File: src/rtl/ppl_pkg.sv
// Shared types and codes for the parabolic peak locator.
`timescale 1ns / 1ps

package ppl_pkg;

   // Controller states.
   typedef enum logic [3:0] {
      ST_COLLECT,
      ST_PREP,
      ST_MUL_LOAD,
      ST_MUL_RUN,
      ST_MUL_SAVE,
      ST_COMB,
      ST_MAG,
      ST_NSUM,
      ST_CHECK,
      ST_DIV,
      ST_VERTEX,
      ST_LOAD
   } ppl_state_type;

   // Which product the shared shift-add multiplier is forming.
   typedef enum logic [1:0] {
      PROD_D1A,    // |d1| * |a|
      PROD_D2B,    // |d2| * |b|
      PROD_D1D1A,  // |d1| * |d1 * a|
      PROD_D2D2B   // |d2| * |d2 * b|
   } ppl_prod_type;

   // Commands from the controller to the datapath.
   typedef struct packed {
      logic         track;
      logic         prep;
      logic         mul_start;
      logic         mul_step;
      logic         mul_save;
      ppl_prod_type prod;
      logic         comb;
      logic         mag;
      logic         nsum;
      logic         q_sat;
      logic         div_init;
      logic         div_step;
      logic         set_best;
      logic         set_vertex;
      logic         set_degen;
      logic         load_out;
      logic         clear;
   } ppl_cmd_type;

   // Status from the datapath back to the controller.
   typedef struct packed {
      logic endpoint;
      logic den_zero;
      logic ovf;
   } ppl_status_type;

endpackage

File: src/rtl/ppl_dp.sv
// Datapath: maximum tracking, shift-add multiplier, divider and vertex saturation.
`timescale 1ns / 1ps

module ppl_dp
   import ppl_pkg::*;
#(
   parameter int COORD_FRAC_BITS = 16,
   parameter int ENERGY_WIDTH    = 32
) (
   input  logic                           clock,
   input  logic                           reset,
   input  ppl_cmd_type                    cmd,
   input  logic [COORD_FRAC_BITS:0]       coordinate,
   input  logic signed [ENERGY_WIDTH-1:0] energy,
   output ppl_status_type                 status,
   output logic [COORD_FRAC_BITS:0]       res_coordinate,
   output logic signed [ENERGY_WIDTH-1:0] res_energy,
   output logic                           res_endpoint,
   output logic                           res_degenerate
);

   localparam int CW  = COORD_FRAC_BITS + 1;
   localparam int EW  = ENERGY_WIDTH;
   localparam int MW  = CW + EW;        // |d| * |e|
   localparam int PW  = 2 * CW + EW;    // |d| * |d| * |e|
   localparam int NW  = PW + 2;         // signed numerator, also n = |num| + |den|
   localparam int WW  = MW + 2;         // signed denominator
   localparam int DSW = PW + 1;         // shifted divisor
   localparam logic [CW-1:0] CMAX = {1'b1, {COORD_FRAC_BITS{1'b0}}};

   // Tracking state.
   logic                 seen_ff, seen_in;
   logic                 first_ff, first_in;
   logic                 rp_ff, rp_in;
   logic signed [EW-1:0] best_e_ff, best_e_in;
   logic signed [EW-1:0] left_e_ff, left_e_in;
   logic signed [EW-1:0] right_e_ff, right_e_in;
   logic signed [EW-1:0] prev_e_ff, prev_e_in;
   logic [CW-1:0]        best_c_ff, best_c_in;
   logic [CW-1:0]        left_c_ff, left_c_in;
   logic [CW-1:0]        right_c_ff, right_c_in;
   logic [CW-1:0]        prev_c_ff, prev_c_in;

   // Differences and their magnitudes.
   logic signed [CW:0]   d1, d2;
   logic signed [EW:0]   ea, eb;
   logic [CW:0]          nd1, nd2;
   logic [EW:0]          nea, neb;
   logic [CW-1:0]        md1_ff, md2_ff;
   logic [EW-1:0]        ma_ff, mb_ff;
   logic                 sd1_ff, sd2_ff, sa_ff, sb_ff;

   // Multiplier.
   logic [PW-1:0]        mcand_ff, mcand_in;
   logic [CW-1:0]        mplier_ff, mplier_in;
   logic [PW-1:0]        acc_ff, acc_in;
   logic [PW-1:0]        t1_ff, t2_ff;
   logic [MW-1:0]        t3_ff, t4_ff;

   // Combination, magnitude and division.
   logic [NW-1:0]        t1x, t2x, u_ff, nu, n_ff;
   logic [WW-1:0]        t3x, t4x, w_ff, nw;
   logic [PW:0]          mn_ff;
   logic [MW:0]          md_ff;
   logic [MW+1:0]        d2v;
   logic                 neg_ff, den_zero_ff;
   logic [NW-1:0]        r_ff, dshx;
   logic [DSW-1:0]       dsh_ff;
   logic [CW:0]          q_ff;
   logic                 div_ge;

   // Result.
   logic [CW+1:0]        vx;
   logic [CW-1:0]        sat_best, sat_vertex;
   logic [CW-1:0]        res_c_ff;
   logic                 degen_ff;

   // Maximum tracking: first strict maximum and its neighbors.
   always_comb begin
      seen_in    = seen_ff;
      first_in   = first_ff;
      rp_in      = rp_ff;
      best_e_in  = best_e_ff;
      best_c_in  = best_c_ff;
      left_e_in  = left_e_ff;
      left_c_in  = left_c_ff;
      right_e_in = right_e_ff;
      right_c_in = right_c_ff;
      prev_e_in  = prev_e_ff;
      prev_c_in  = prev_c_ff;
      if (cmd.clear) begin
         seen_in  = 1'b0;
         first_in = 1'b0;
         rp_in    = 1'b0;
      end else if (cmd.track) begin
         if (!seen_ff) begin
            best_e_in = energy;
            best_c_in = coordinate;
            first_in  = 1'b1;
            rp_in     = 1'b1;
            seen_in   = 1'b1;
         end else begin
            if (rp_ff) begin
               right_e_in = energy;
               right_c_in = coordinate;
               rp_in      = 1'b0;
            end
            if (energy > best_e_ff) begin
               left_e_in = prev_e_ff;
               left_c_in = prev_c_ff;
               best_e_in = energy;
               best_c_in = coordinate;
               first_in  = 1'b0;
               rp_in     = 1'b1;
            end
         end
         prev_e_in = energy;
         prev_c_in = coordinate;
      end
   end

   // Signed differences around the maximum.
   assign d1  = signed'({1'b0, best_c_ff}) - signed'({1'b0, left_c_ff});
   assign d2  = signed'({1'b0, right_c_ff}) - signed'({1'b0, best_c_ff});
   assign ea  = signed'({best_e_ff[EW-1], best_e_ff}) - signed'({right_e_ff[EW-1], right_e_ff});
   assign eb  = signed'({best_e_ff[EW-1], best_e_ff}) - signed'({left_e_ff[EW-1], left_e_ff});
   assign nd1 = -d1;
   assign nd2 = -d2;
   assign nea = -ea;
   assign neb = -eb;

   // Shift-add multiplier: one multiplier bit per cycle.
   always_comb begin
      mcand_in  = mcand_ff;
      mplier_in = mplier_ff;
      acc_in    = acc_ff;
      if (cmd.mul_start) begin
         acc_in = '0;
         unique case (cmd.prod)
            PROD_D1A: begin
               mcand_in  = PW'(ma_ff);
               mplier_in = md1_ff;
            end
            PROD_D2B: begin
               mcand_in  = PW'(mb_ff);
               mplier_in = md2_ff;
            end
            PROD_D1D1A: begin
               mcand_in  = PW'(t3_ff);
               mplier_in = md1_ff;
            end
            PROD_D2D2B: begin
               mcand_in  = PW'(t4_ff);
               mplier_in = md2_ff;
            end
            default: begin
               mcand_in  = '0;
               mplier_in = '0;
            end
         endcase
      end else if (cmd.mul_step) begin
         acc_in    = acc_ff + (mplier_ff[0] ? mcand_ff : '0);
         mcand_in  = {mcand_ff[PW-2:0], 1'b0};
         mplier_in = mplier_ff >> 1;
      end
   end

   // Numerator and denominator each need only one adder, the sign is folded in later.
   assign t1x = NW'(t1_ff);
   assign t2x = NW'(t2_ff);
   assign t3x = WW'(t3_ff);
   assign t4x = WW'(t4_ff);
   assign nu  = -u_ff;
   assign nw  = -w_ff;
   assign d2v = {md_ff, 1'b0};

   // Restoring division step against the shifted divisor.
   assign dshx   = NW'(dsh_ff);
   assign div_ge = r_ff >= dshx;

   // Vertex and saturation to the unit interval.
   assign vx = neg_ff ? {2'b00, best_c_ff} + {1'b0, q_ff} : {2'b00, best_c_ff} - {1'b0, q_ff};
   always_comb begin
      sat_best = (best_c_ff > CMAX) ? CMAX : best_c_ff;
      if (vx[CW+1]) begin
         sat_vertex = '0;
      end else if (vx[CW:0] > {1'b0, CMAX}) begin
         sat_vertex = CMAX;
      end else begin
         sat_vertex = vx[CW-1:0];
      end
   end

   // Control flags.
   always_ff @(posedge clock) begin
      if (reset) begin
         seen_ff  <= 1'b0;
         first_ff <= 1'b0;
         rp_ff    <= 1'b0;
         degen_ff <= 1'b0;
      end else begin
         seen_ff  <= seen_in;
         first_ff <= first_in;
         rp_ff    <= rp_in;
         if (cmd.clear) begin
            degen_ff <= 1'b0;
         end else if (cmd.set_degen) begin
            degen_ff <= 1'b1;
         end
      end
   end

   // Payload registers.
   always_ff @(posedge clock) begin
      best_e_ff  <= best_e_in;
      best_c_ff  <= best_c_in;
      left_e_ff  <= left_e_in;
      left_c_ff  <= left_c_in;
      right_e_ff <= right_e_in;
      right_c_ff <= right_c_in;
      prev_e_ff  <= prev_e_in;
      prev_c_ff  <= prev_c_in;
      mcand_ff   <= mcand_in;
      mplier_ff  <= mplier_in;
      acc_ff     <= acc_in;
      if (cmd.prep) begin
         md1_ff <= d1[CW] ? nd1[CW-1:0] : d1[CW-1:0];
         md2_ff <= d2[CW] ? nd2[CW-1:0] : d2[CW-1:0];
         ma_ff  <= ea[EW] ? nea[EW-1:0] : ea[EW-1:0];
         mb_ff  <= eb[EW] ? neb[EW-1:0] : eb[EW-1:0];
         sd1_ff <= d1[CW];
         sd2_ff <= d2[CW];
         sa_ff  <= ea[EW];
         sb_ff  <= eb[EW];
      end
      if (cmd.mul_save) begin
         unique case (cmd.prod)
            PROD_D1A:   t3_ff <= acc_ff[MW-1:0];
            PROD_D2B:   t4_ff <= acc_ff[MW-1:0];
            PROD_D1D1A: t1_ff <= acc_ff;
            PROD_D2D2B: t2_ff <= acc_ff;
            default:    t1_ff <= acc_ff;
         endcase
      end
      if (cmd.comb) begin
         u_ff <= (sa_ff == sb_ff) ? t1x - t2x : t1x + t2x;
         w_ff <= ((sa_ff ^ sd1_ff) == (sb_ff ^ sd2_ff)) ? t3x + t4x : t3x - t4x;
      end
      if (cmd.mag) begin
         mn_ff       <= u_ff[NW-1] ? nu[PW:0] : u_ff[PW:0];
         md_ff       <= w_ff[WW-1] ? nw[MW:0] : w_ff[MW:0];
         neg_ff      <= sa_ff ^ u_ff[NW-1] ^ sa_ff ^ sd1_ff ^ w_ff[WW-1];
         den_zero_ff <= (w_ff == '0);
      end
      if (cmd.nsum) begin
         n_ff <= NW'(mn_ff) + NW'(md_ff);
      end
      if (cmd.q_sat) begin
         q_ff <= {1'b1, {CW{1'b0}}};
      end else if (cmd.div_init) begin
         r_ff   <= n_ff;
         dsh_ff <= {d2v, {(CW - 1){1'b0}}};
         q_ff   <= '0;
      end else if (cmd.div_step) begin
         r_ff   <= div_ge ? r_ff - dshx : r_ff;
         dsh_ff <= dsh_ff >> 1;
         q_ff   <= {q_ff[CW-1:0], div_ge};
      end
      if (cmd.set_best) begin
         res_c_ff <= sat_best;
      end else if (cmd.set_vertex) begin
         res_c_ff <= sat_vertex;
      end
   end

   // Status and result.
   assign status.endpoint = first_ff | rp_ff;
   assign status.den_zero = den_zero_ff;
   assign status.ovf      = n_ff >= {d2v, {CW{1'b0}}};
   assign res_coordinate  = res_c_ff;
   assign res_energy      = best_e_ff;
   assign res_endpoint    = first_ff | rp_ff;
   assign res_degenerate  = degen_ff;

   // The divider only runs on an in-range quotient with a nonzero divisor.
   assert property (@(posedge clock) disable iff (reset)
      cmd.div_init |-> !den_zero_ff && !status.ovf)
      else $error("divider started on zero divisor or overflowing quotient");

   // A degenerate result never comes from an endpoint profile.
   assert property (@(posedge clock) disable iff (reset)
      cmd.set_degen |-> !(first_ff | rp_ff))
      else $error("degenerate flag raised on an endpoint profile");

   // Tracking only runs between results.
   assert property (@(posedge clock) disable iff (reset)
      cmd.track |-> !cmd.clear)
      else $error("sample tracked while state is cleared");

endmodule

File: src/rtl/ppl_ctrl.sv
// Controller: sequences tracking, the four products, division and result hand-off.
`timescale 1ns / 1ps

module ppl_ctrl
   import ppl_pkg::*;
#(
   parameter int COORD_FRAC_BITS = 16
) (
   input  logic           clock,
   input  logic           reset,
   input  logic           req_tvalid,
   input  logic           req_tlast,
   input  logic           out_free,
   input  ppl_status_type status,
   output logic           req_tready,
   output ppl_cmd_type    cmd
);

   localparam int CW    = COORD_FRAC_BITS + 1;
   localparam int CNT_W = $clog2(CW);
   localparam logic [CNT_W-1:0] CNT_LAST = CNT_W'(CW - 1);

   ppl_state_type    state_ff, state_in;
   ppl_prod_type     prod_ff, prod_in;
   logic [CNT_W-1:0] cnt_ff, cnt_in;

   // Next state, step counter and product selector.
   always_comb begin
      state_in = state_ff;
      prod_in  = prod_ff;
      cnt_in   = cnt_ff;
      unique case (state_ff)
         ST_COLLECT: begin
            if (req_tvalid && req_tlast) begin
               state_in = ST_PREP;
            end
         end
         ST_PREP: begin
            if (status.endpoint) begin
               state_in = ST_LOAD;
            end else begin
               state_in = ST_MUL_LOAD;
               prod_in  = PROD_D1A;
            end
         end
         ST_MUL_LOAD: begin
            state_in = ST_MUL_RUN;
            cnt_in   = '0;
         end
         ST_MUL_RUN: begin
            cnt_in = cnt_ff + 1'b1;
            if (cnt_ff == CNT_LAST) begin
               state_in = ST_MUL_SAVE;
            end
         end
         ST_MUL_SAVE: begin
            unique case (prod_ff)
               PROD_D1A: begin
                  prod_in  = PROD_D2B;
                  state_in = ST_MUL_LOAD;
               end
               PROD_D2B: begin
                  prod_in  = PROD_D1D1A;
                  state_in = ST_MUL_LOAD;
               end
               PROD_D1D1A: begin
                  prod_in  = PROD_D2D2B;
                  state_in = ST_MUL_LOAD;
               end
               PROD_D2D2B: state_in = ST_COMB;
               default:    state_in = ST_COMB;
            endcase
         end
         ST_COMB:   state_in = ST_MAG;
         ST_MAG:    state_in = ST_NSUM;
         ST_NSUM:   state_in = ST_CHECK;
         ST_CHECK: begin
            priority if (status.den_zero) begin
               state_in = ST_LOAD;
            end else if (status.ovf) begin
               state_in = ST_VERTEX;
            end else begin
               state_in = ST_DIV;
               cnt_in   = '0;
            end
         end
         ST_DIV: begin
            cnt_in = cnt_ff + 1'b1;
            if (cnt_ff == CNT_LAST) begin
               state_in = ST_VERTEX;
            end
         end
         ST_VERTEX: state_in = ST_LOAD;
         ST_LOAD: begin
            if (out_free) begin
               state_in = ST_COLLECT;
            end
         end
         default: state_in = ST_COLLECT;
      endcase
   end

   // Commands for the current state.
   always_comb begin
      cmd        = '0;
      cmd.prod   = prod_ff;
      req_tready = 1'b0;
      unique case (state_ff)
         ST_COLLECT: begin
            req_tready = 1'b1;
            cmd.track  = req_tvalid;
         end
         ST_PREP: begin
            cmd.prep     = 1'b1;
            cmd.set_best = status.endpoint;
         end
         ST_MUL_LOAD: cmd.mul_start = 1'b1;
         ST_MUL_RUN:  cmd.mul_step  = 1'b1;
         ST_MUL_SAVE: cmd.mul_save  = 1'b1;
         ST_COMB:     cmd.comb      = 1'b1;
         ST_MAG:      cmd.mag       = 1'b1;
         ST_NSUM:     cmd.nsum      = 1'b1;
         ST_CHECK: begin
            priority if (status.den_zero) begin
               cmd.set_best  = 1'b1;
               cmd.set_degen = 1'b1;
            end else if (status.ovf) begin
               cmd.q_sat = 1'b1;
            end else begin
               cmd.div_init = 1'b1;
            end
         end
         ST_DIV:    cmd.div_step   = 1'b1;
         ST_VERTEX: cmd.set_vertex = 1'b1;
         ST_LOAD: begin
            cmd.load_out = out_free;
            cmd.clear    = out_free;
         end
         default: cmd = '0;
      endcase
   end

   // State registers.
   always_ff @(posedge clock) begin
      if (reset) begin
         state_ff <= ST_COLLECT;
         prod_ff  <= PROD_D1A;
         cnt_ff   <= '0;
      end else begin
         state_ff <= state_in;
         prod_ff  <= prod_in;
         cnt_ff   <= cnt_in;
      end
   end

   // A result is only handed over when the output register can take it.
   assert property (@(posedge clock) disable iff (reset)
      cmd.load_out |-> out_free)
      else $error("result loaded over an untaken word");

   // The last sample of a profile starts the finishing sequence.
   assert property (@(posedge clock) disable iff (reset)
      (cmd.track && req_tlast) |=> state_ff == ST_PREP)
      else $error("last sample did not start the vertex computation");

   // The divider is never started on a zero denominator.
   assert property (@(posedge clock) disable iff (reset)
      cmd.set_degen |-> !cmd.div_init && status.den_zero)
      else $error("degenerate result without a zero denominator");

endmodule

File: src/rtl/parabolic_peak_locator.sv
// Top level of the parabolic peak locator: ports, controller, datapath, output register.
//
// Samples arrive on the req_ stream, one word per (coordinate, energy) pair, with
// req_tlast on the final sample of a profile. Every word of a profile is taken as soon
// as it is offered. The block keeps the first strict maximum and its two neighbors.
// After the last sample it emits one word on the rsp_ stream: the peak coordinate
// (the parabola vertex, or the maximum sample at an endpoint or on a zero
// denominator), the maximum energy, and the endpoint and degenerate flags in tuser.
// An endpoint profile goes from the last sample through the prep and load states. An
// interior peak also runs the shift-add multiplier (four products, one bit a cycle)
// and the restoring divider (one quotient bit a cycle); a quotient that overflows
// skips the divider.
// req_tready is low from the last sample until the result is in the output
// register. A stalled rsp_ side holds the word and the next profile may be
// streamed in meanwhile; its result waits until the word is taken.
// Reset is synchronous and clears the controller state, the tracking flags and any pending result.
`timescale 1ns / 1ps

module parabolic_peak_locator
   import ppl_pkg::*;
#(
   parameter int COORD_FRAC_BITS = 16,
   parameter int ENERGY_WIDTH    = 32,
   localparam int CW      = COORD_FRAC_BITS + 1,
   localparam int TDATA_W = ((CW + ENERGY_WIDTH + 7) / 8) * 8
) (
   input  logic               clock,
   input  logic               reset,
   input  logic               req_tvalid,
   output logic               req_tready,
   input  logic [TDATA_W-1:0] req_tdata,   // coordinate, energy, zero fill
   input  logic               req_tlast,   // last_sample
   output logic               rsp_tvalid,
   input  logic               rsp_tready,
   output logic [TDATA_W-1:0] rsp_tdata,   // peak_coordinate, peak_energy, zero fill
   output logic [1:0]         rsp_tuser    // at_endpoint, degenerate
);

   localparam int EW = ENERGY_WIDTH;

   ppl_cmd_type          cmd;
   ppl_status_type       status;
   logic                 out_free;
   logic [CW-1:0]        res_coordinate;
   logic signed [EW-1:0] res_energy;
   logic                 res_endpoint, res_degenerate;

   logic                 rsp_valid_ff;
   logic [CW-1:0]        rsp_coord_ff;
   logic [EW-1:0]        rsp_energy_ff;
   logic                 rsp_endpoint_ff, rsp_degen_ff;

   ppl_ctrl #(
      .COORD_FRAC_BITS(COORD_FRAC_BITS)
   ) u_ctrl (
      .clock      (clock),
      .reset      (reset),
      .req_tvalid (req_tvalid),
      .req_tlast  (req_tlast),
      .out_free   (out_free),
      .status     (status),
      .req_tready (req_tready),
      .cmd        (cmd)
   );

   ppl_dp #(
      .COORD_FRAC_BITS(COORD_FRAC_BITS),
      .ENERGY_WIDTH   (ENERGY_WIDTH)
   ) u_dp (
      .clock          (clock),
      .reset          (reset),
      .cmd            (cmd),
      .coordinate     (req_tdata[CW-1:0]),
      .energy         (signed'(req_tdata[CW+EW-1:CW])),
      .status         (status),
      .res_coordinate (res_coordinate),
      .res_energy     (res_energy),
      .res_endpoint   (res_endpoint),
      .res_degenerate (res_degenerate)
   );

   // Output register: free when empty or being taken this cycle.
   assign out_free = !rsp_valid_ff || rsp_tready;

   always_ff @(posedge clock) begin
      if (reset) begin
         rsp_valid_ff <= 1'b0;
      end else if (cmd.load_out) begin
         rsp_valid_ff <= 1'b1;
      end else if (rsp_tready) begin
         rsp_valid_ff <= 1'b0;
      end
   end

   always_ff @(posedge clock) begin
      if (cmd.load_out) begin
         rsp_coord_ff    <= res_coordinate;
         rsp_energy_ff   <= res_energy;
         rsp_endpoint_ff <= res_endpoint;
         rsp_degen_ff    <= res_degenerate;
      end
   end

   // Pack the result word.
   always_comb begin
      rsp_tdata             = '0;
      rsp_tdata[CW-1:0]     = rsp_coord_ff;
      rsp_tdata[CW+EW-1:CW] = rsp_energy_ff;
   end

   assign rsp_tvalid = rsp_valid_ff;
   assign rsp_tuser  = {rsp_degen_ff, rsp_endpoint_ff};

endmodule

File: config.mk
export PLATFORM = sky130hd
export DESIGN_NAME = parabolic_peak_locator
export DESIGN_NICKNAME = d
export VERILOG_FILES = /design/src/rtl/ppl_pkg.sv /design/src/rtl/ppl_dp.sv /design/src/rtl/ppl_ctrl.sv /design/src/rtl/parabolic_peak_locator.sv
export SDC_FILE = /design/constraint.sdc
export NUM_CORES = 2
export LEC_CHECK = 0
export ABC_AREA = 0
export BUFFER_PORTS_ARGS = -buffer_cell sky130_fd_sc_hd__buf_2
export CAP_MARGIN = 20
export CORE_ASPECT_RATIO = 1.5
export CORE_MARGIN = 3
export CORE_UTILIZATION = 60
export DETAILED_ROUTE_END_ITERATION = 7
export PLACE_DENSITY = 0.8
export REMOVE_ABC_BUFFERS = 1
export SLEW_MARGIN = 20
export SYNTH_ARGS = -nofsm -noshare
export SYNTH_HDL_FRONTEND = slang
export SYNTH_SLANG_ARGS = --single-unit
File: constraint.sdc
create_clock -name clock -period 8.25 [get_ports clock]
set_input_delay 0.825 -clock clock [delete_from_list [all_inputs] [get_ports clock]]
set_output_delay 0.825 -clock clock [all_outputs]
set_load 0.01 [all_outputs]
==> flow_metrics.tcl <==
set metrics [dict create \
    grt_pass1_vias 59910 \
    leakagePower_uw 0.03307 \
    slew_headroom_pct 13.56 \
    worstSetupPathType "reg2reg" \
    place_congestion 1.115 \
    portBuffers 106 \
    drc 0 \
    power-per-cell-area_nw_per_um2 293.9 \
    grt-ovfl-total 0 \
    clock_skew_ps 30.47 \
    vdd_drop_max_mv 0.2540 \
    synth_cells 7908 \
    clock_sinks 1220 \
    grt_setup_unrepaired "false" \
    root_buffer "clkbuf_16" \
    most-common-layout-cells "1120 x edfxtp_1, 816 x a21oi_1, 622 x inv_1, 622 x nor2_1, 622 x ha_1" \
    clkLatencyLatePin_ps 760 \
    clockBufferDepth 3 \
    syn_area_per_cell_sq_um 9.872 \
    die_w_um 300.5 \
    die_y_um 447.8 \
    fin_crit_sh_pct 71.64 \
    setup_tns_ps 0 \
    synth-seq-cells 1220 \
    worstMarginPinSlew_ps 1285 \
    status "finished clean" \
    holdWs_ps 259.3 \
    path_max_fanout 36 \
    crit_path_start_kind "flip-flop" \
    syn_area_sq_um 78070 \
    placed_area_sq_um 80230 \
    grt_usage_pct 30.16 \
    cts-resized-gates 0 \
    critPathCaptureType "flip-flop" \
    ys_types 103 \
    num-fill-cells 10000 \
    min_period_ps 5910 \
    yosysWarnings 0 \
    layout_commonest_cell "edfxtp_1" \
    rows 161 \
    routed_via_density 6.182 \
    cts_tree "yes" \
    ant_nets 0 \
    drive_gt1_share_pct 6.204 \
    cp_data_required_time_ps 8630 \
    max_cap_violations 0 \
    yosys.area.top_type_share_pct 43.08 \
    finalHoldViolCount 0 \
    area_delta_synth_final_pct 7.991 \
    cts_hold_buf 0 \
    antenna_found_initial 2 \
    start_util_pct 60.65 \
    setup_violations 0 \
    core-area_sq_um 128700 \
    dr.pass1.iters 7 \
    wl_um 207100 \
    hold_path.class "in2reg" \
    slew_violations 0 \
    initialDrtViolationCount 4801 \
    clk_pin_slew_ps 70 \
    cts_buffers 113 \
    fmax_ghz 0.1692 \
    critPathArrivalTime_ps 6290 \
    place_hpwl_um 162500 \
    io_pins 121 \
    die_area_sq_um 134600 \
    async_flop_share_pct 0 \
    final_area_sq_um 84310 \
    routedWlPerCell_um 21.33 \
    grt_start_max_net_pins 218 \
    yosys_most_used_dff "edfxtp_1" \
    htreeDepth 3 \
    ys_seq_area_share_pct 45.65 \
    synth_edf_count 1120 \
    yosys-top-cells-area "edfxtp_1 43%, ha_1 10%, a21oi_1 5.2%" \
    num_vias 60020 \
    synth_top_cell_by_area "edfxtp_1" \
    fin_nets 8591 \
    finalPower_uw 24780 \
    grt_first_pass_wirelength_um 319100 \
    post_cts_buffers 0 \
]
## through the flow
step	worst slack, ps	utilization (%)	cells
after floorplan	1260	-	7615
after global placement	2486	62.31	9490
after detailed placement	2435	62.33	9491
after CTS	2432	65.46	9705
after global routing	2105	65.49	9707
final	2340	65.49	9708
## layer usage
| layer | share of wire (%) | global-route usage (%) |
|---|---|---|
| met3 | 4.0 | 3.128 |
| met5 | 0 | 0 |
| met4 | 7.7 | 20.57 |
| met2 | 52 | 55.41 |
| met1 | 37 | 32.48 |
## path summary, 6_finish.rpt
path	slack, ps	from	depth (start not counted)	endpoint
setup / recovery	2340	u_dp.dsh_ff[0]	15	u_dp.r_ff[17]
hold reg to reg	420	u_dp.prev_e_ff[6]	0	u_dp.left_e_ff[6]
setup reg to reg	2340	u_dp.dsh_ff[0]	15	u_dp.r_ff[17]
hold / removal	260	req_tdata[10]	1	u_dp.right_c_ff[10]
## layout make-up
type / instances / area [sq um] / area share, %
tap: 1711 / 2141 / 2.539
multi-input combinational: 5769 / 39150 / 46.44
clock buffer: 127 / 2900 / 3.440
inverter: 626 / 2355 / 2.793
clock inverter: 87 / 1124 / 1.333
timing repair buffer: 166 / 997.2 / 1.183
antenna: 2 / 5.005 / 0.005936
sequential: 1220 / 35640 / 42.27
## synth_stat cells (103+ instances only)
master    count
edfxtp_1   1120
xnor2_1     456
nand2_1     565
nor2_1      634
clkbuf_1    261
o21bai_1    116
xor2_1      159
nand3_1     108
and2_1      106
a21oi_1     817
o21ai_0     511
o31ai_1     103
inv_1       625
a21o_1      234
nand4_1     109
ha_1        622
nor3_1      115
## critical path: stages (launching register included)
cell and delay (ps):
edfxtp_1 370, ha_1 240, fa_1 420, nor2b_1 130, o21a_1 130, o21ai_0 130
a211oi_1 590, a31oi_1 400, o32ai_1 440, o21ai_0 350, nand2_1 240, a31oi_1 180
o311ai_0 340, nand2_1 340, nand2_2 680, buf_4 520
## kinds of logic (layout without fill, tap and decap cells)
logic type                 after synthesis  count (layout)  share of synthesized area (%)
DFF                                   1220            1220                          45.65
muxes                                   64              64                         0.8494
and+or+nand+nor                       2052            2052                          12.56
xor gates and xnor gates               615             615                          6.900
other                                    1               9                       0.004804
adders and majority gates              634             634                          10.28
AOI/OAI and AO/OA                     2397            2397                          19.25
buffers and inverters                  925            1006                          4.513
## state kept, by name, indices dropped and copies added (netlist names), 49 cells and up
register       cells
u_dp.acc_ff       66
u_dp.t4_ff        49
u_dp.n_ff         68
u_dp.t1_ff        66
u_dp.r_ff         68
u_dp.mcand_ff     66
u_dp.mn_ff        67
u_dp.t2_ff        66
u_dp.w_ff         51
u_dp.md_ff        50
u_dp.dsh_ff       67
u_dp.t3_ff        49
u_dp.u_ff         68
## where the power goes
part / switching, uW / internal (uW)
combinational: 6110 / 3720
clock: 2460 / 3160
sequential: 801 / 8530
(Power assumes the default switching activity.)
